<file path="src/rtl/core/rpa_pkg.sv">
`timescale 1ns / 1ps
// Shared types and constants of the refcounted page allocator.
// Depends on nothing; the front end, the back end and the core top use it.
package rpa_pkg;

	localparam int FUNC_W   = 3;
	localparam int STATUS_W = 3;
	localparam int FP_W     = 20;
	localparam int PL_W     = 21;
	localparam int CFG_IDX_W = 1;

	localparam logic [PL_W-1:0] PL_RESET = 21'd557056;
	localparam logic [FP_W-1:0] FP_RESET = 20'd0;

	localparam logic [CFG_IDX_W-1:0] CFG_FIRST_PAGE = 1'd0;
	localparam logic [CFG_IDX_W-1:0] CFG_PAGE_LIMIT = 1'd1;

	localparam logic [FUNC_W-1:0] FN_ALLOC  = 3'd0;
	localparam logic [FUNC_W-1:0] FN_FREE   = 3'd1;
	localparam logic [FUNC_W-1:0] FN_INCREF = 3'd2;
	localparam logic [FUNC_W-1:0] FN_READ   = 3'd3;
	localparam logic [FUNC_W-1:0] FN_INIT   = 3'd4;

	typedef enum logic [STATUS_W-1:0] {
		ST_OK        = 3'd0,
		ST_NO_PAGE   = 3'd1,
		ST_BAD_ADDR  = 3'd2,
		ST_OVERFLOW  = 3'd3,
		ST_UNDERFLOW = 3'd4
	} status_t;

	typedef enum logic [2:0] {
		K_ALLOC  = 3'd0,
		K_FREE   = 3'd1,
		K_INCREF = 3'd2,
		K_READ   = 3'd3,
		K_INIT   = 3'd4,
		K_BAD    = 3'd5,
		K_NOP    = 3'd6
	} kind_t;

	localparam int KIND_W = 3;

	typedef enum logic [1:0] {
		BK_CLEAR = 2'd0,
		BK_IDLE  = 2'd1,
		BK_EXEC  = 2'd2,
		BK_INIT  = 2'd3
	} bk_state_t;

	typedef struct packed {
		logic clearing;
	} bk_status_t;

endpackage

</file>
<file path="src/rtl/core/rpa_front.sv">
`timescale 1ns / 1ps
// Front end: accepts transactions, checks addresses and classifies operations.
// Depends on rpa_pkg.
module rpa_front #(
	parameter int NUM_PAGES  = 32768,
	parameter int PAGE_SHIFT = 12,
	parameter int ADDR_BITS  = 32,
	parameter int AW         = $clog2(NUM_PAGES)
) (
	input  logic                       clk,
	input  logic                       arst_n,
	input  logic                       push,
	output logic                       full,
	input  logic [rpa_pkg::FUNC_W-1:0] func,
	input  logic [ADDR_BITS-1:0]       phys_addr,
	input  logic [rpa_pkg::FP_W-1:0]   first_page,
	input  logic [rpa_pkg::PL_W-1:0]   page_limit,
	input  rpa_pkg::bk_status_t        bk_status,
	output logic                       q_push,
	input  logic                       q_full,
	output rpa_pkg::kind_t             q_kind,
	output logic [AW-1:0]              q_off
);

	localparam int PGW = ADDR_BITS - PAGE_SHIFT;
	localparam int CW  = ((PGW > rpa_pkg::PL_W) ? PGW : rpa_pkg::PL_W) + 1;

	logic                       vld_s1;
	logic [rpa_pkg::FUNC_W-1:0] func_s1;
	logic [ADDR_BITS-1:0]       addr_s1;
	logic                       accept;
	logic                       aligned;
	logic                       addr_ok;
	logic [CW-1:0]              pg;
	logic [CW-1:0]              fpw;
	logic [CW-1:0]              plw;
	logic [CW-1:0]              diff;

	assign full   = bk_status.clearing || (vld_s1 && q_full);
	assign accept = push && !full;
	assign q_push = vld_s1 && !q_full;

	always_ff @(posedge clk or negedge arst_n) begin
		if (!arst_n) begin
			vld_s1 <= 1'b0;
		end else if (accept) begin
			vld_s1 <= 1'b1;
		end else if (q_push) begin
			vld_s1 <= 1'b0;
		end
	end

	always_ff @(posedge clk) begin
		if (accept) begin
			func_s1 <= func;
			addr_s1 <= phys_addr;
		end
	end

	always_comb begin
		aligned = (addr_s1[PAGE_SHIFT-1:0] == '0);
		pg      = CW'(addr_s1[ADDR_BITS-1:PAGE_SHIFT]);
		fpw     = CW'(first_page);
		plw     = CW'(page_limit);
		diff    = pg - fpw;
		addr_ok = aligned && (pg >= fpw) && (pg < plw) && (diff < CW'(NUM_PAGES));
		q_off   = diff[AW-1:0];
		case (func_s1)
			rpa_pkg::FN_ALLOC:  q_kind = rpa_pkg::K_ALLOC;
			rpa_pkg::FN_INIT:   q_kind = rpa_pkg::K_INIT;
			rpa_pkg::FN_FREE:   q_kind = addr_ok ? rpa_pkg::K_FREE : rpa_pkg::K_BAD;
			rpa_pkg::FN_INCREF: q_kind = addr_ok ? rpa_pkg::K_INCREF : rpa_pkg::K_BAD;
			rpa_pkg::FN_READ:   q_kind = addr_ok ? rpa_pkg::K_READ : rpa_pkg::K_BAD;
			default:            q_kind = rpa_pkg::K_NOP;
		endcase
	end

endmodule

</file>
<file path="config.mk">
export PLATFORM = sky130hd
export DESIGN_NAME = rpa_front
export DESIGN_NICKNAME = d
export VERILOG_FILES = /design/src/rtl/core/rpa_pkg.sv /design/src/rtl/core/rpa_front.sv
export SDC_FILE = /design/constraint.sdc
export NUM_CORES = 1
export LEC_CHECK = 0
export ABC_AREA = 1
export BUFFER_PORTS_ARGS = -buffer_cell sky130_fd_sc_hd__clkbuf_2
export CORE_ASPECT_RATIO = 0.7
export CORE_UTILIZATION = 56
export DETAILED_ROUTE_END_ITERATION = 6
export HOLD_SLACK_MARGIN = 0.15
export PLACE_DENSITY = 0.83
export REMOVE_ABC_BUFFERS = 1
export SYNTH_ARGS = -nofsm -noshare
export SYNTH_HDL_FRONTEND = slang
export SYNTH_SLANG_ARGS = --single-unit
export TNS_END_PERCENT = 50
</file>
<file path="constraint.sdc">
create_clock -name clk -period 3.9 [get_ports clk]
set_input_delay 0.78 -clock clk [delete_from_list [all_inputs] [get_ports clk]]
set_output_delay 0.78 -clock clk [all_outputs]
set_load 0.05 [all_outputs]
</file>
==> Word-level counts from Yosys, hierarchy flattened <==
Cells that the tools add are included.
{ "classes": {"add_sub_neg": 1, "magnitude_cmp": 3, "n_eq_ne": 4, "n_reduce_logical": 12, "mux": 6} }
{ "ops": {"columns": ["op", "count"], "rows": [
  ["< comparator 22 x 16 -> 1 bit (second input constant)", 1],
  ["< comparator 20 x 21 -> 1 bit", 1],
  ["subtractor 20 x 20 -> 21 bit", 1],
  [">= comparator 20 bit", 1],
  ["one-hot mux 3 bit (5 select lines)", 1],
  ["zero test 12 bit", 1],
  ["2-to-1 mux 3 bit", 3],
  ["equality test 3 x 2 -> 1 bit (second input constant)", 2],
  ["logical AND 1 bit", 6],
  ["equality test 3 x 1 -> 1 bit (second input constant)", 1],
  ["equality test 3 bit (second input constant)", 1],
  ["zero test 3 bit", 1],
  ["zero test 1 bit", 2],
  ["2-to-1 mux 1 bit", 2],
  ["nonzero test 2 bit", 1],
  ["logical OR 1 bit", 1]
]} }
{ "totals": {"wordCells": 29, "reg_bits": 36, "input_bits": 81} }

==> Depth between registers and ports, before layout <==
{ "depth": {"depth_word": 6, "ltp_mapped": 17, "ltp_nobuf": 17} }

==> Worst setup path before layout <==
Ideal clock, no wire load.
{ "synth_path": {"kind": "input -> output", "start": "input port first_page[0] (netlist name)", "end": "output port q_off[12]", "t_arrival_ns": 2.510, "path_buffers": 0, "path_slack_ns": 0.610, "cell_stages": 9, "cell_sequence": "ha_1 inv_1 fa_1 nand2_1 nand2_1 nand3_2 nand2_2 a21oi_1 xnor2_1"} }
{ "synth_between": {"elab_chain_cells": 1} }
{ "synth_lines": {"columns": ["element", "line_no", "text"], "rows": [
  ["start: declaration", "rpa_front.sv:16", "input logic [rpa_pkg::FP_W-1:0] first_page,"],
  ["subtractor 20 x 20 -> 21 bit", "rpa_front.sv:65", "diff = pg - fpw;"],
  ["end: declaration", "rpa_front.sv:22", "output logic [AW-1:0] q_off"]
]} }
No other way between the ends.

==> Worst setup path in the final report <==
{ "layout_path": {"start": "input port first_page[0] (netlist name)", "end": "output port q_kind[2]"} }
{ "layout_between": {"elab_chain_cells": 6} }
{ "layout_lines": {"columns": ["element", "line_no", "text"], "rows": [
  ["parallel branches: the longest is 3 deep, another holds < comparator 22 x 16 -> 1 bit", null, null],
  ["logical AND 1 bit *", "rpa_front.sv:66", "addr_ok = aligned && (pg >= fpw) && (pg < plw) && (diff < CW'(NUM_PAGES));"],
  ["2-to-1 mux 3 bit, on equally long branches", "rpa_front.sv:73, rpa_front.sv:71, rpa_front.sv:72", null],
  ["one-hot mux 3 bit (5 select lines) *", "rpa_front.sv:68", "case (func_s1)"],
  ["end: declaration", "rpa_front.sv:21", "output rpa_pkg::kind_t q_kind,"]
]} }
Mark *: on every way between the ends.

==> results.md <==
Run status:
- The flow ran to the end, and the final reports show no timing, DRC or antenna violations.

Power:
- Power comes to approximately 0.0012 W.
- Sequential cells burn 39.2% of the power.
- For this design the static power due to leakage is 2.227 nW.
- The total internal power is 0.0007116 W.
- The worst supply voltage drop on vdd is 0.2644 mV.
- Power spread over the standard cell area amounts to 294.0 nW/um^2.
- The clock network accounts for 21.7% of the total power.
- Of the total power, combinational logic draws 39.1%.
- The power spent charging and discharging nets is 0.0004459 W.
- Of the total power, the share spent switching nets is around two fifths.

Drt:
- The routed layout has roughly 3,100 vias.
- The number of DRC markers in iteration 0 is 217.
- After detailed routing, the average wire length per cell comes to 11.84 um.
- The final wirelength is 7.447 mm.
- The number of iterations in the first detailed-routing pass is 5.
- Using the TritonRoute via totals, the vias-per-cell ratio works out to 4.946.
- The post-route DRC violation count is 0.
- In this run the remaining antenna-violating nets after routing total 0.

Finish:
- The number of antenna repair diodes is 0.
- From synthesis to final layout, the design area changed by 21.09%.
- In the final layout, the share of cells above drive strength 1 is 25.31%.
- After the last flow step, the layout net total stands at approximately 680.
- The final design instance area without fill is 3938 um^2.

Clock tree:
- The setup fix buffers added after clock tree synthesis is 0.
- Clock tree synthesis inserted a total of 5 buffers.
- The later pin in the worst-skew pair is clocked with a latency of between 0.2 and 0.3 ns.
- The H-tree generated during clock tree synthesis spans 2 levels.
- The CTS root buffer is sky130_fd_sc_hd__clkbuf_8.
- After clock tree synthesis, the clock-pin slew on the worst setup and hold paths is approximately 0.07 ns.
- Buffers inserted to repair hold after CTS numbered 0.
- The post-cts sizing count is 0.
- TritonCTS built the clock tree.
- The deepest clock path buffer count is 2.
- Counting every sink on the clock net gives 36.

STA:
- The achievable clock frequency is 278.8 MHz.
- Headroom to the max-slew limit came out at 71.97%.
- The post-route fraction of the period consumed by the critical path is approximately 92%.
- The final-report setup violation count is 0.
- The final-report hold violation count is 0.
- Across the routed clock network, the largest skew measured is 0.004428 ns.
- Setup repair after global routing left no endpoint under its margin.
- The pin slew with the least headroom to its limit is 0.4205 ns.
- The post-route setup TNS is 0 ns.
- The max-slew violation total from the final report came to 0.
- For the finished layout, the period the worst path requires is 3.586 ns.

Global routing:
- Across every metal layer, demand over resource in global routing totals 26.03%.
- The initial antenna violation count is 0.
- The sum of overflow across all layers after global routing is 0.
- The first global-routing pass estimated 12.19 mm of wire.
- The number of global-route vias before repair is around 2,800.
- Entering global routing, the biggest net connects 36 pins.

Placed design:
- At the end of routability-driven placement, the weighted congestion stood at just over 0.9.
- The number of buffer cells added on primary ports is 100.
- The instance area after placement is 3852 um^2.
- Once detailed placement completed, the half-perimeter wirelength came to 6.516 mm.

Synthesis:
- Averaged over all synthesized cells, the footprint is 7.259 um^2.
- The flip-flop and latch count after synthesis is 36.
- The number of distinct library cell variants in the gate-level netlist after synthesis is 29.
- Sequential cells were found to cover around a third of the synthesized design area.
- The number of warnings printed during yosys synthesis is 0.
- Synthesis produced about 450 cells.
- Summing every instance area after synthesis gives 3252 um^2.

Setup path:
- The most numerous cell on the critical path is sky130_fd_sc_hd__nand2_1.
- In this run the worst path has a maximum fanout of 4.
- The element type at the critical path end is an output port.
- The largest incremental delay on the critical path is 0.46 ns.
- The largest individual stage delay along the critical path comes from the cell sky130_fd_sc_hd__fa_1.
- The signal arrival time at the worst endpoint is around 2.8 ns.
- The category of the most critical setup path is in -> out.
- The signal on the critical path passes through clkbuf_2, ha_1, inv_1, fa_1, nand2_1, nand2_1, nand3_2, nand2_2, nand2_1, nand2_1, nand2_1, nand4_1, nor2_2, nand3_1, nand2_1, nand2_1, clkbuf_2.
- The critical path launch point type is an input port.
- Data on the critical path is required at its endpoint by about 3.1 ns.

Floorplan:
- The top-level I/O count is 101.
- The horizontal extent of the die is 93.08 um.
- The initial cell density of the core is 59.97%.
- The standard-cell row count is 22.
- The die boundary height is 65.76 um.
- The die covers between 6000 and 7000 um^2.
- The floorplan step defined a core boundary enclosing 5423 um^2.

Hold path:
- The worst hold path belongs to the class in -> async.

Flow run:
- The number of max-capacitance violations reported is 0.
[per-layer routing]
layer | part of all wire [%] | track usage, %
met1 | 48 | 37.15
met2 | 43 | 41.91
met3 | 7.0 | 3.588
met4 | 1.2 | 6.346
met5 | 0 | 0
[sequential cells by signal, indices dropped and copies added (netlist names)]
register / flops
func_s1: 3
addr_s1: 32
vld_s1: 1
[power by group through the flow]
stage	Sequential [W]	Clock, W	Combinational, W
finish	0.000454	0.000251	0.000452
global route	0.000455	0.000270	0.000494
CTS	0.000454	0.000254	0.000450
detailed placement	0.000462	0	0.000448
global placement	0.000461	0	0.000437
floorplan	0.000460	0	0.000326
[path summary, 6_finish.rpt]
check	from	to	slack, ns	cells past startpoint
max in group asynchronous	arst_n	vld_s1	3.56	1
min in group clk	vld_s1	vld_s1	0.51	2
setup / recovery	first_page[0]	q_kind[2]	0.31	17
hold / removal	arst_n	vld_s1	0.26	1
hold reg to reg	vld_s1	vld_s1	0.51	2
setup reg to reg	vld_s1	addr_s1[20]	2.47	4
[synth_stat cells (all sizes together)]
library cell,number,share of area (%)
nand2,137,17
inv,107,12
nor2,52,6.8
ha,39,15
edfxtp,35,32
a21oi,24,3.7
nand3,14,3.0
nand4,9,1.7
xor2,8,2.2
xnor2,5,1.3
o21ai,4,0.62
a21o,2,0.46
and3,2,0.38
a31oi,1,0.19
and2,1,0.19
dfrtp,1,0.77
fa,1,0.62
nand3b,1,0.23
nor3,1,0.15
nor4,1,0.19
o211ai,1,0.23
o21a,1,0.23
o21bai,1,0.23
[final cells by class]
class / count / area (um^2)
clock buffer: 6 / 72.57
timing repair buffer: 101 / 508.0
inverter: 107 / 401.6
multi-input combinational: 305 / 1777
fill: 460 / 1485
clock inverter: 2 / 12.51
tap: 72 / 90.09
sequential: 36 / 1076
[kinds of logic after synthesis]
logic type,count (synthesis),synth area share [%]
flops,36,33.09
fa+ha+maj,40,15.62
simple gates,218,29.78
compound gates,34,5.656
xor+xnor,13,3.501
buf+inv,107,12.35
[layout by cell type (no fill, tap or decap), types with 2 or more instances in the layout]
master | synthesis | final
sky130_fd_sc_hd__nand3_2 | 3 | 3
sky130_fd_sc_hd__nand2_2 | 16 | 16
sky130_fd_sc_hd__o21ai_0 | 4 | 4
sky130_fd_sc_hd__nor2_2 | 8 | 9
sky130_fd_sc_hd__nand4_1 | 9 | 9
sky130_fd_sc_hd__a21o_1 | 2 | 2
sky130_fd_sc_hd__clkbuf_2 | 0 | 100
sky130_fd_sc_hd__ha_1 | 39 | 39
sky130_fd_sc_hd__xor2_1 | 8 | 8
sky130_fd_sc_hd__nand3_1 | 10 | 10
sky130_fd_sc_hd__xnor2_1 | 5 | 5
sky130_fd_sc_hd__edfxtp_1 | 35 | 35
sky130_fd_sc_hd__clkbuf_8 | 0 | 5
sky130_fd_sc_hd__a21oi_1 | 24 | 24
sky130_fd_sc_hd__inv_2 | 3 | 3
sky130_fd_sc_hd__inv_1 | 104 | 104
sky130_fd_sc_hd__and3_1 | 2 | 2
sky130_fd_sc_hd__nor2_1 | 43 | 42
sky130_fd_sc_hd__nand2_1 | 121 | 121
[worst max-delay path, delay by kind of cell]
family	cells	cell delay, ns
fa+ha+maj	2	0.59
buf+inv	3	0.39
simple gates	12	1.02
[through the flow]
stage | hold WS [ns] | instances | setup slack [ns] | util, %
3_5_place_dp | 0.4978 | 621 | 0.3330 | 71.04
3_3_place_gp | 0.4874 | 621 | 0.4243 | 71.04
4_1_cts | 0.2561 | 629 | 0.3260 | 72.61
2_1_floorplan | 0.4671 | 448 | 0.6104 | -
5_1_grt | 0.2464 | 629 | 0.09387 | 72.61
6_report | 0.2552 | 629 | 0.3138 | 72.61
Note: power is estimated with default switching activity, not from simulation.
