File: src/rtl/core/rpa_fifo.sv
`timescale 1ns / 1ps
// Small register queue used between the front and back and for results.
// Depends on nothing.
module rpa_fifo #(
	parameter int WIDTH = 8,
	parameter int DEPTH = 2
) (
	input  logic             clk,
	input  logic             arst_n,
	input  logic             push,
	input  logic [WIDTH-1:0] wdata,
	output logic             full,
	input  logic             pop,
	output logic [WIDTH-1:0] rdata,
	output logic             empty
);

	localparam int PW = $clog2(DEPTH);
	localparam int CW = $clog2(DEPTH + 1);

	logic [WIDTH-1:0] mem_q [DEPTH];
	logic [PW-1:0]    wr_ptr_q;
	logic [PW-1:0]    rd_ptr_q;
	logic [CW-1:0]    count_q;
	logic             do_push;
	logic             do_pop;

	assign full    = (count_q == CW'(DEPTH));
	assign empty   = (count_q == '0);
	assign do_push = push && !full;
	assign do_pop  = pop && !empty;
	assign rdata   = mem_q[rd_ptr_q];

	always_ff @(posedge clk) begin
		if (do_push) begin
			mem_q[wr_ptr_q] <= wdata;
		end
	end

	always_ff @(posedge clk or negedge arst_n) begin
		if (!arst_n) begin
			wr_ptr_q <= '0;
			rd_ptr_q <= '0;
			count_q  <= '0;
		end else begin
			if (do_push) begin
				wr_ptr_q <= (wr_ptr_q == PW'(DEPTH - 1)) ? '0 : wr_ptr_q + 1'b1;
			end
			if (do_pop) begin
				rd_ptr_q <= (rd_ptr_q == PW'(DEPTH - 1)) ? '0 : rd_ptr_q + 1'b1;
			end
			if (do_push && !do_pop) begin
				count_q <= count_q + 1'b1;
			end else if (do_pop && !do_push) begin
				count_q <= count_q - 1'b1;
			end
		end
	end

endmodule

File: config.mk
export PLATFORM = sky130hd
export DESIGN_NAME = rpa_fifo
export DESIGN_NICKNAME = d
export VERILOG_FILES = /design/src/rtl/core/rpa_fifo.sv
export SDC_FILE = /design/constraint.sdc
export NUM_CORES = 1
export LEC_CHECK = 0
export BUFFER_PORTS_ARGS = -buffer_cell sky130_fd_sc_hd__buf_2
export CAP_MARGIN = 20
export CORE_MARGIN = 4
export CORE_UTILIZATION = 37
export CTS_CLUSTER_DIAMETER = 50
export DETAILED_ROUTE_END_ITERATION = 6
export PLACE_DENSITY = 0.69
export SLEW_MARGIN = 20
export SYNTH_ARGS = -nofsm -noshare
export SYNTH_HDL_FRONTEND = slang
export SYNTH_SLANG_ARGS = --single-unit
File: constraint.sdc
create_clock -name clk -period 3.6 [get_ports clk]
set_clock_uncertainty 0.2 [all_clocks]
set_input_delay 0.36 -clock clk [delete_from_list [all_inputs] [get_ports clk]]
set_output_delay 0.36 -clock clk [all_outputs]
set_load 0.01 [all_outputs]
### Word-level counts from Yosys, hierarchy flattened

Memory sizes are Yosys's and may differ from the RTL's.
Cells that the tools add are included.

| operators by class | value |
|---|---|
| add/subtract/negate cells | 4 |
| eq/ne operators | 1 |
| mux-type cells | 6 |
| reduce and logical (&&, ||, !) cells | 10 |

Operator list:

| cell | number |
|---|---|
| $logic_and 1x1->1 | 4 |
| $logic_not 1->1 | 4 |
| $mux 1 | 4 |
| $mux 2 | 2 |
| $add 1x1->1 const B | 2 |
| $add 2x1->2 const B | 1 |
| $eq 2x2->1 const B | 1 |
| $logic_not 2->1 | 1 |
| $reduce_bool 2->1 | 1 |
| $sub 2x1->2 const B | 1 |

| word-level totals | value |
|---|---|
| bits in registers | 4 |
| RAM bits | 16 |
| output and inout port bits | 10 |
| memories kept | 1 |

Memory list:

| name | depth | width | rd ports | clocked after Yosys merged registers in | write ports | line | source |
|---|---|---|---|---|---|---|---|
| mem_q | 2 | 8 | 1 | 0 | 1 | 21 | `logic [WIDTH-1:0] mem_q [DEPTH];` |

### Logic depth before layout (Yosys ltp)

Gate-level depths: netlist of run 1.

| logic depth | value |
|---|---|
| depth in word-level cells | 7 |
| depth in mapped cells | 7 |
| mapped depth without buffers | 7 |

### Worst setup path after synthesis of run 1

No wires, ideal clock.

| timing path | value |
|---|---|
| path type | reg-to-reg |
| from | reg count_q[0] |
| to | mem mem_q[0][0] (enable) |
| arrival time | 1,022 ps |
| path slack | 2,008 ps |
| cell stages (with the launch flop) | 4 |
| buffers on the path | 0 |
| cell sequence | dfrtp_1 > nand2b_1 > nand2_2 > nor2_1 |

| on the way | value |
|---|---|
| longest elaborated chain between the ends | 5 |

Ends and longest elaborated chain:

| item | line | source |
|---|---|---|
| from (decl) | 24 | `logic [CW-1:0] count_q;` |
| from (signal assigned) | 53 | `count_q <= count_q + 1'b1;` |
| from (signal assigned) | 55 | `count_q <= count_q - 1'b1;` |
| $eq 2x2->1 | 28 | `assign full = (count_q == CW'(DEPTH));` |
| $logic_not 1->1 | 30 | `assign do_push = push && !full;` |
| $logic_and 1x1->1 | 30 |  |
| $mux 1 | 35 | `if (do_push) begin` |
| $mux 1 (not written as such) | 36 | `mem_q[wr_ptr_q] <= wdata;` |
| to (decl) | 21 |  |

No other way between the ends.

### Worst setup path after layout of run 1

| timing path | value |
|---|---|
| from | reg rd_ptr_q |
| to | out rdata[5] |

| on the way | value |
|---|---|
| longest elaborated chain between the ends | 1 |

Ends and longest elaborated chain:

| item | line | source |
|---|---|---|
| from (decl) | 23 | `logic [PW-1:0] rd_ptr_q;` |
| from (signal assigned) | 50 | `rd_ptr_q <= (rd_ptr_q == PW'(DEPTH - 1)) ? '0 : rd_ptr_q + 1'b1;` |
| $mem_v2 2x8 | - |  |
| to (decl) | 14 | `output logic [WIDTH-1:0] rdata,` |

No other way between the ends.

==> results.txt, run 1 <==
status -> complete, no violations
number of global-route vias before repair -> 437
Synth Instances -> 44
largest net degree at the start of global routing -> 13
Post-Synth Adder-Cell Area -> 0.0160
Hold Vio Cnt, Final -> 0
Pre-antenna DRT Iters -> 2
xor and xnor area share after synthesis -> 0.0656
R2R Setup Slk -> 1.82 ns
starting density of the core -> 0.395
slowest cell on the critical path -> dfrtp_1
Peak supply drop -> 417 uV
Iteration-0 DRC Markers -> 11
Post-CTS Setup Inserts -> 0
register area -> 581 um^2
setup TNS -> 0 ns
GR Util All Layers -> 0.0945
simple-gate share of the synthesized area -> 0.0384
Hold Slack -> 0.0469 ns
register area share after synthesis -> 0.742
Final WS setup -> 1.64 ns
Synth cell types -> 15
first-pass GRT wire length -> 1860 um
I/O Buffers -> 21
mux contribution to synthesized area -> 0.115
power density over the cells -> 803 mW/mm^2
CTS tree -> built
net total in the final layout -> 83
# clock sinks -> 20
commonest non-fill, non-tap cell in the layout -> buf_2
period utilization -> 0.543
DR vias/cell -> 4.41
die width -> 54.0 um
Critical Path AT -> 1.40 ns
total CTS buffers -> 3
final core occ -> 0.494
CTS Root Cell -> clkbuf_4
H-tree lvl count -> 1
clk buf depth -> 2
Rows -> 16
Clock Latency Late Sink -> 0.29 ns
GP Congestion -> 0.668
Synth Register Bits -> 20
R2R depth -> 3
maximum clock rate -> 511 MHz
design area -> 978 um^2
most frequent cells in the layout -> buf_2, edfxtp_1, mux2_1
post-cts sizing count -> 0
clock transition at the registers of the reported paths -> 0.11 ns
Mean Syn Cell Area -> 17.8 um^2
Wirelength per Cell -> 12.2 um
number of synthesis warnings -> 0
routed vias -> 423
final cell count without fillers -> 96
crit end category -> output port
kind of critical path -> flip-flop to output port
post-route ant nets -> 0
syn_nets -> 57
die footprint -> 0.00291 mm^2
initial antenna violation count -> 0
crit-path cells -> mux2_1, buf_2
Setup-failing EPs final -> 0
post-synthesis compound-gate area fraction -> 0.00640
maxcap violations -> 0
CP Max Fanout -> 9
worst slew pin tran -> 0.664 ns
area growth from synthesis to layout -> 25.1%
WP buf/inv -> 1
share of post-route cells with drive strength above 1 -> 0.420
Inst Count DP -> 91
final WL -> 1170 um
crit start category -> flip-flop
filler instances -> 185
CP top delay family -> flip-flops
worst endpoint required time -> 3.04 ns
leak pwr -> 0.406 nW
diodes inserted -> 0
# DRC -> 0
RSZ-0062 raised after global routing -> no
number of cells on the critical path -> 2
max-slew violations -> 0
hold buffer count at cts -> 1
post-route minimum period -> 1.96 ns
area occupied by multi-input gates -> 189 um^2
worst hold path class -> input port to flip-flop
I/O pin count -> 22
Hold Path Cell Cnt -> 1
max incr delay on CP -> 0.59 ns
Die Ht -> 54.0 um
Area after DPL -> 916 um^2
Worst slew margin -> 0.555
core area -> 0.00198 mm^2
Post-Syn Area -> 782 um^2
dpl ws -> 1.81 ns
total chip power -> 0.785 mW
largest family of logic cells by synthesized area -> multiplexers
GR Overflow Total -> 0
[flip-flops by register name, indices dropped and copies added (netlist names)]
name / count
rd_ptr_q: 1
mem_q: 16
wr_ptr_q: 1
count_q: 2
[metal layers]
metal / track usage / up-vias / wire length (um)
met2: 0.147 / 15 / 536
met3: 0.0277 / 2 / 97
li1: - / 209 / -
met5: 0 / - / 0
met4: 0.0622 / 0 / 8
met1: 0.112 / 197 / 532
[cells in the mapped netlist, drive strengths merged]
master,count,area (um^2)
mux2,8,90.1
nand2,1,6.26
xor2,2,17.5
o21ai,1,5.00
edfxtp,16,480
xnor2,3,33.8
nand2b,1,6.26
and3,1,6.26
buf,1,5.00
dfrtp,4,100
inv,2,7.51
nor2,3,11.3
ha,1,12.5
[cell families after synthesis]
family / after synthesis
buffers and inverters: 3
muxes: 8
adders and majority gates: 1
DFF: 20
xor gates and xnor gates: 5
and+or+nand+nor: 6
AOI/OAI and AO/OA: 1
[power by group]
| group | internal, mW | switching [mW] |
|---|---|---|
| Sequential | 0.323 | 0.0478 |
| Combinational | 0.120 | 0.116 |
| Clock | 0.112 | 0.0661 |
| Total | 0.555 | 0.230 |
[path summary, 6_finish.rpt]
path,to,from
worst min register to register,wr_ptr_q$_DFFE_PN0N_,wr_ptr_q$_DFFE_PN0N_
worst min-delay path,mem_q[0][3]$_DFFE_PP_,wdata[3]
max in group asynchronous,count_q[1]$_DFFE_PN0P_,arst_n
worst max-delay path,rdata[5],rd_ptr_q$_DFFE_PN0P_
worst max register to register,mem_q[0][6]$_DFFE_PP_,count_q[0]$_DFFE_PN0P_
min in group asynchronous,wr_ptr_q$_DFFE_PN0N_,arst_n
[layout make-up]
cell class              count  area share
clock inverters             1      0.0307
repair buffers             22       0.118
flip-flops and latches     20       0.593
clock buffers               3      0.0230
multi-input cells          21       0.193
well taps                  27      0.0345
inverters                   2     0.00767
Note: power is estimated with default switching activity, not from simulation.
==> run 2, diff against run 1 <==
- PLACE_DENSITY: 0.69 -> 0.71
- clock period: 3.6 -> 1.6 ns (I/O delays scaled with it)
==> results.txt, run 2 (synthesis gave the netlist of run 1 again) <==
status -> finished, violations left
failing checks -> negative setup slack
area growth from synthesis to layout -> 59.7%
power density over the cells -> 1730 mW/mm^2 (+120%)
CP top delay family -> flip-flops
Clock Latency Late Sink -> 0.29 ns (about the same)
crit-path cells -> buf_6, mux2_2, buf_6
die footprint -> 0.00291 mm^2 (unchanged)
Die Ht -> 54.0 um (unchanged)
Reg with most FFs -> mem_q
Critical Path AT -> 1.29 ns (-0.11 ns)
initial antenna violation count -> 0 (unchanged)
area occupied by multi-input gates -> 244 um^2 (+29%)
net total in the final layout -> 102 (+23%)
GR Util All Layers -> 0.102 (+0.00706)
register area -> 583 um^2 (+0.43%)
GR Overflow Total -> 0 (unchanged)
maximum clock rate -> 605 MHz
worst hold path class -> input port to flip-flop
crit start category -> flip-flop
maxcap violations -> 0 (unchanged)
WP buf/inv -> 2 (+1)
I/O Buffers -> 21 (unchanged)
total chip power -> 2.16 mW (+170%)
CTS Root Cell -> clkbuf_4
share of post-route cells with drive strength above 1 -> 0.580 (+0.159)
Rows -> 16 (unchanged)
kind of critical path -> flip-flop to output port
Wirelength per Cell -> 13.3 um (+8.5%)
final core occ -> 0.630 (+0.136)
leak pwr -> 0.540 nW (+33%)
largest net degree at the start of global routing -> 12 (-1)
Final WS setup -> -0.0542 ns (-1.70 ns)
setup TNS -> -0.367 ns (-0.367 ns)
Pre-antenna DRT Iters -> 2 (unchanged)
first-pass GRT wire length -> 2130 um (+14%)
CP Max Fanout -> 5 (-4)
cell mode on critical path -> buf_6
Worst slew margin -> 0.844 (+0.289)
Hold Vio Cnt, Final -> 0 (unchanged)
# clock sinks -> 20 (unchanged)
die width -> 54.0 um (unchanged)
filler instances -> 152 (-18%)
max incr delay on CP -> 0.40 ns (-0.19 ns)
wl on met1 -> 654 um (+23%)
worst endpoint required time -> 1.24 ns (-1.80 ns)
final WL -> 1530 um (+30%)
total CTS buffers -> 3 (unchanged)
H-tree lvl count -> 1 (unchanged)
GP Congestion -> 0.661 (-0.93%)
clock transition at the registers of the reported paths -> 0.11 ns (about the same)
Iteration-0 DRC Markers -> 2 (-9)
Max Used Layer -> met3
post-route minimum period -> 1.65 ns
core area -> 0.00198 mm^2 (unchanged)
diodes inserted -> 0 (unchanged)
Regs by FF count -> mem_q (16), count_q (2)
clk buf depth -> 2 (unchanged)
metal2 WL -> 807 um (+51%)
# DRC -> 0 (unchanged)
period utilization -> 1.03
worst slew pin tran -> 0.233 ns (-0.431 ns)
routed vias -> 506 (+20%)
WL met3 -> 64 um (-34%)
Setup-failing EPs final -> 8 (+8)
crit end category -> output port
commonest non-fill, non-tap cell in the layout -> edfxtp_1
max-slew violations -> 0 (unchanged)
RSZ-0062 raised after global routing -> yes
post-route ant nets -> 0 (unchanged)
starting density of the core -> 0.395 (unchanged)
slowest cell on the critical path -> dfrtp_2
DR vias/cell -> 4.40 (-0.14%)
most frequent cells in the layout -> edfxtp_1, buf_2, dlygate4sd3_1, buf_6, mux2_4
I/O pin count -> 22 (unchanged)
number of global-route vias before repair -> 506 (+16%)
CTS tree -> built
Largest register FFs -> 16 (unchanged)
Peak supply drop -> 1040 uV (+150%)
Hold Slack -> 0.0287 ns (-0.0182 ns)
==> run 2: cell types whose count changed in the layout (fill, tap and decap cells not counted), sizes merged <==
cell,before,now
dlygate4sd3,1,11
buf,21,30
bufinv,1,0
clkbuf,3,4
==> run 2: power breakdown <==
group          total [mW]  switching [mW]  leakage (nW)  internal (mW)
sequential          0.823          0.0905         0.193          0.733
combinational        1.05           0.414         0.326          0.635
clock               0.285           0.146        0.0210          0.138
==> run 2: final cells by class <==
cell class | count | area share
Multi-Input combinational cell | 21 | 0.195
Sequential cell | 20 | 0.467
Inverter | 2 | 0.00601
Timing Repair Buffer | 41 | 0.276
Tap cell | 27 | 0.0271
Clock buffer | 4 | 0.0291
==> run 2: worst paths after layout <==
kind	from	end	slack, ns	depth (start not counted)
worst max-delay path	rd_ptr_q$_DFFE_PN0P_	rdata[2]	-0.05	3
worst min-delay path	push	wr_ptr_q$_DFFE_PN0N_	0.03	4
worst max register to register	count_q[1]$_DFFE_PN0P_	count_q[1]$_DFFE_PN0P_	0.04	5
worst min register to register	wr_ptr_q$_DFFE_PN0N_	wr_ptr_q$_DFFE_PN0N_	0.34	1
max in group asynchronous	arst_n	count_q[1]$_DFFE_PN0P_	0.40	3
min in group asynchronous	arst_n	count_q[0]$_DFFE_PN0P_	0.59	3
==> run 2: repair_timing <==
item / in CTS / in global routing
endpoints found under the hold margin: 21 / 0
endpoints found under the setup margin: 8 / 17
resized for setup: 1 / 25
hold buffers: 11 / 0
buffers inserted: 1 / 3
pin swaps: 0 / 0
==> run 2: worst register-to-register path, stage by stage, from the launching register on <==
cell     delay, ns
dfrtp_2       0.47
o21ai_2       0.25
ha_4          0.17
xor2_1        0.17
nor2_2        0.06
xor2_1        0.14
==> run 2: stage by stage <==
| step | setup WS (ns) | instances | instance area [um^2] |
|---|---|---|---|
| after floorplan | 0.00785 | 44 | 782 |
| after global placement | 0.0988 | 96 | 953 |
| after detailed placement | 0.0309 | 96 | 953 |
| after CTS | -0.0474 | 112 | 1110 |
| after global routing | -0.0990 | 115 | 1250 |
| final | -0.0542 | 115 | 1250 |
==> run 2: per-layer routing <==
layer,vias to the layer above,GRT usage
met5,-,0
met4,0,0.0373
met3,0,0.0166
met2,15,0.171
met1,245,0.130
li1,246,-
==> run 3, diff against run 2 <==
- CORE_UTILIZATION: 37 -> 44
- PLACE_DENSITY: 0.71 -> 0.81
==> results.txt, run 3 (synthesis gave the netlist of run 1 again) <==
total chip power -> 2.13 mW (-1.3%)
Setup-failing EPs final -> 8 (unchanged)
post-route minimum period -> 1.64 ns (-0.00965 ns)
max incr delay on CP -> 0.44 ns (+0.04 ns)
GR Util All Layers -> 0.128 (+0.0265)
met2 global-route usage -> 0.217 (+0.0460)
core area -> 0.00159 mm^2 (-20%)
worst endpoint required time -> 1.24 ns (about the same)
clock power share -> 0.114 (-0.018)
maximum clock rate -> 608 MHz (+0.59%)
worst slew pin tran -> 0.406 ns (+0.173 ns)
post-route ant nets -> 0 (unchanged)
largest net degree at the start of global routing -> 12 (unchanged)
crit start category -> flip-flop
failing checks -> negative setup slack
hold path startpoint -> push
cell mode on critical path -> buf_6
Peak supply drop -> 1110 uV (+6.6%)
met1 usage -> 0.138 (+0.00758)
setup TNS -> -0.299 ns (+0.0682 ns)
Hold Slack -> 0.0488 ns (+0.0201 ns)
most frequent cells in the layout -> edfxtp_1, buf_2, buf_6
GP Congestion -> 0.620 (-6.3%)
gr busiest metal -> met2
routed vias -> 519 (+2.6%)
die width -> 50.2 um (-7.1%)
initial antenna violation count -> 0 (unchanged)
net switching fraction of the power -> 0.301 (-0.00128)
Iteration-0 DRC Markers -> 4 (+2)
die footprint -> 0.00252 mm^2 (-14%)
HPWL Detailed -> 867 um
first-pass GRT wire length -> 2320 um (+9.1%)
final core occ -> 0.780 (+0.150)
Regs by FF count -> mem_q (16), count_q (2)
crit-path cells -> buf_6, mux2_4, buf_6
net total in the final layout -> 104 (+2.0%)
CP top delay family -> flip-flops
Flop pwr share -> 0.389 (+0.007)
Critical Path AT -> 1.28 ns (about the same)
Die Ht -> 50.2 um (-7.1%)
Clock Latency Late Sink -> 0.30 ns (about the same)
Reg with most FFs -> mem_q
maxcap violations -> 0 (unchanged)
Area after DPL -> 942 um^2 (-1.2%)
power density over the cells -> 1710 mW/mm^2 (-0.93%)
Hold Path End -> wr_ptr_q$_DFFE_PN0N_
diodes inserted -> 0 (unchanged)
WP buf/inv -> 2 (unchanged)
dpl ws -> 0.00278 ns (-0.0281 ns)
NetSw -> 0.640 mW (-1.7%)
GR Overflow Total -> 0 (unchanged)
Pre-antenna DRT Iters -> 2 (unchanged)
R2R Setup Slk -> 0.04 ns (about the same)
leak pwr -> 0.539 nW (-0.14%)
CTS Root Cell -> clkbuf_4
Hold Path Cell Cnt -> 4 (unchanged)
share of post-route cells with drive strength above 1 -> 0.589 (+0.00934)
clk buf depth -> 2 (unchanged)
Inst Count DP -> 92 (-4.2%)
reg2reg start -> count_q[0]$_DFFE_PN0P_
# DRC -> 0 (unchanged)
Rows -> 14 (-2)
combinational power share -> 0.497 (+0.011)
I/O pin count -> 22 (unchanged)
CTS tree -> built
clock transition at the registers of the reported paths -> 0.11 ns (about the same)
CP Max Fanout -> 4 (-1)
starting density of the core -> 0.491 (+0.0960)
area growth from synthesis to layout -> 59.0%
period utilization -> 1.03 (-0.00603)
number of global-route vias before repair -> 553 (+9.3%)
met3 Use GR -> 0.0296 (+0.0130)
final WL -> 1470 um (-4.0%)
H-tree lvl count -> 1 (unchanged)
Worst slew margin -> 0.729 (-0.115)
slowest cell on the critical path -> dfrtp_2
cell-internal power -> 1.49 mW (-1.1%)
max-slew violations -> 0 (unchanged)
design area -> 0.00124 mm^2 (-0.40%)
commonest non-fill, non-tap cell in the layout -> edfxtp_1
I/O Buffers -> 21 (unchanged)
final cell count without fillers -> 114 (-0.87%)
Hold Vio Cnt, Final -> 0 (unchanged)
status -> finished, violations left
Wirelength per Cell -> 12.9 um (-3.2%)
worst hold path class -> input port to flip-flop
Largest register FFs -> 16 (unchanged)
Final WS setup -> -0.0445 ns (+0.00965 ns)
kind of critical path -> flip-flop to output port
# clock sinks -> 20 (unchanged)
DR vias/cell -> 4.55 (+3.5%)
Reg-to-Reg End -> count_q[1]$_DFFE_PN0P_
R2R depth -> 7 (+2)
crit end category -> output port
total CTS buffers -> 3 (unchanged)
RSZ-0062 raised after global routing -> yes
-- run 3: worst min-delay path, cell delays in order --
cell and delay [ns]:
buf_2 0.12, nand2_4 0.07, buf_4 0.11, xnor2_2 0.05
-- run 3: cell type report --
class	instances	area (um^2)
clock buffer	4	26.3
fill	104	350
inverter	2	7.51
tap	24	30.0
multi-input combinational	21	233
sequential	20	584
timing repair buffer	43	363
-- run 3: power groups by stage --
| stage | Sequential (mW) | Clock (mW) | Combinational [mW] |
|---|---|---|---|
| 6_report | 0.828 | 0.242 | 1.06 |
| 5_1_grt | 0.846 | 0.278 | 1.15 |
| 4_1_cts | 0.842 | 0.241 | 0.676 |
| 3_5_place_dp | 0.847 | 0 | 0.598 |
| 3_3_place_gp | 0.841 | 0 | 0.579 |
| 2_1_floorplan | 0.793 | 0 | 0.411 |
-- run 3: worst max path at each step --
stage,startpoint,endpoint,slack [ns],cells after the start
global route,rd_ptr_q$_DFFE_PN0P_,rdata[4],-0.09,3
CTS,rd_ptr_q$_DFFE_PN0P_,rdata[2],-0.04,2
global placement,count_q[0]$_DFFE_PN0P_,count_q[1]$_DFFE_PN0P_,0.07,6
detailed placement,count_q[0]$_DFFE_PN0P_,count_q[1]$_DFFE_PN0P_,0.003,6
finish,rd_ptr_q$_DFFE_PN0P_,rdata[0],-0.04,3
floorplan,count_q[0]$_DFFE_PN0P_,mem_q[0][0]$_DFFE_PP_,0.008,3
-- run 3: layer usage --
metal	wire length, um	vias to the layer above
met5	0	-
met4	38	0
met3	87	5
met2	759	18
met1	580	245
li1	-	251
-- run 3: timing repair --
| action | CTS | global route |
|---|---|---|
| setup endpoints to repair | 9 | 19 |
| hold buffers | 10 | 1 |
| pin swaps | 0 | 3 |
| setup buffers | 2 | 5 |
| resized for setup | 2 | 27 |
| endpoints found under the hold margin | 20 | 1 |
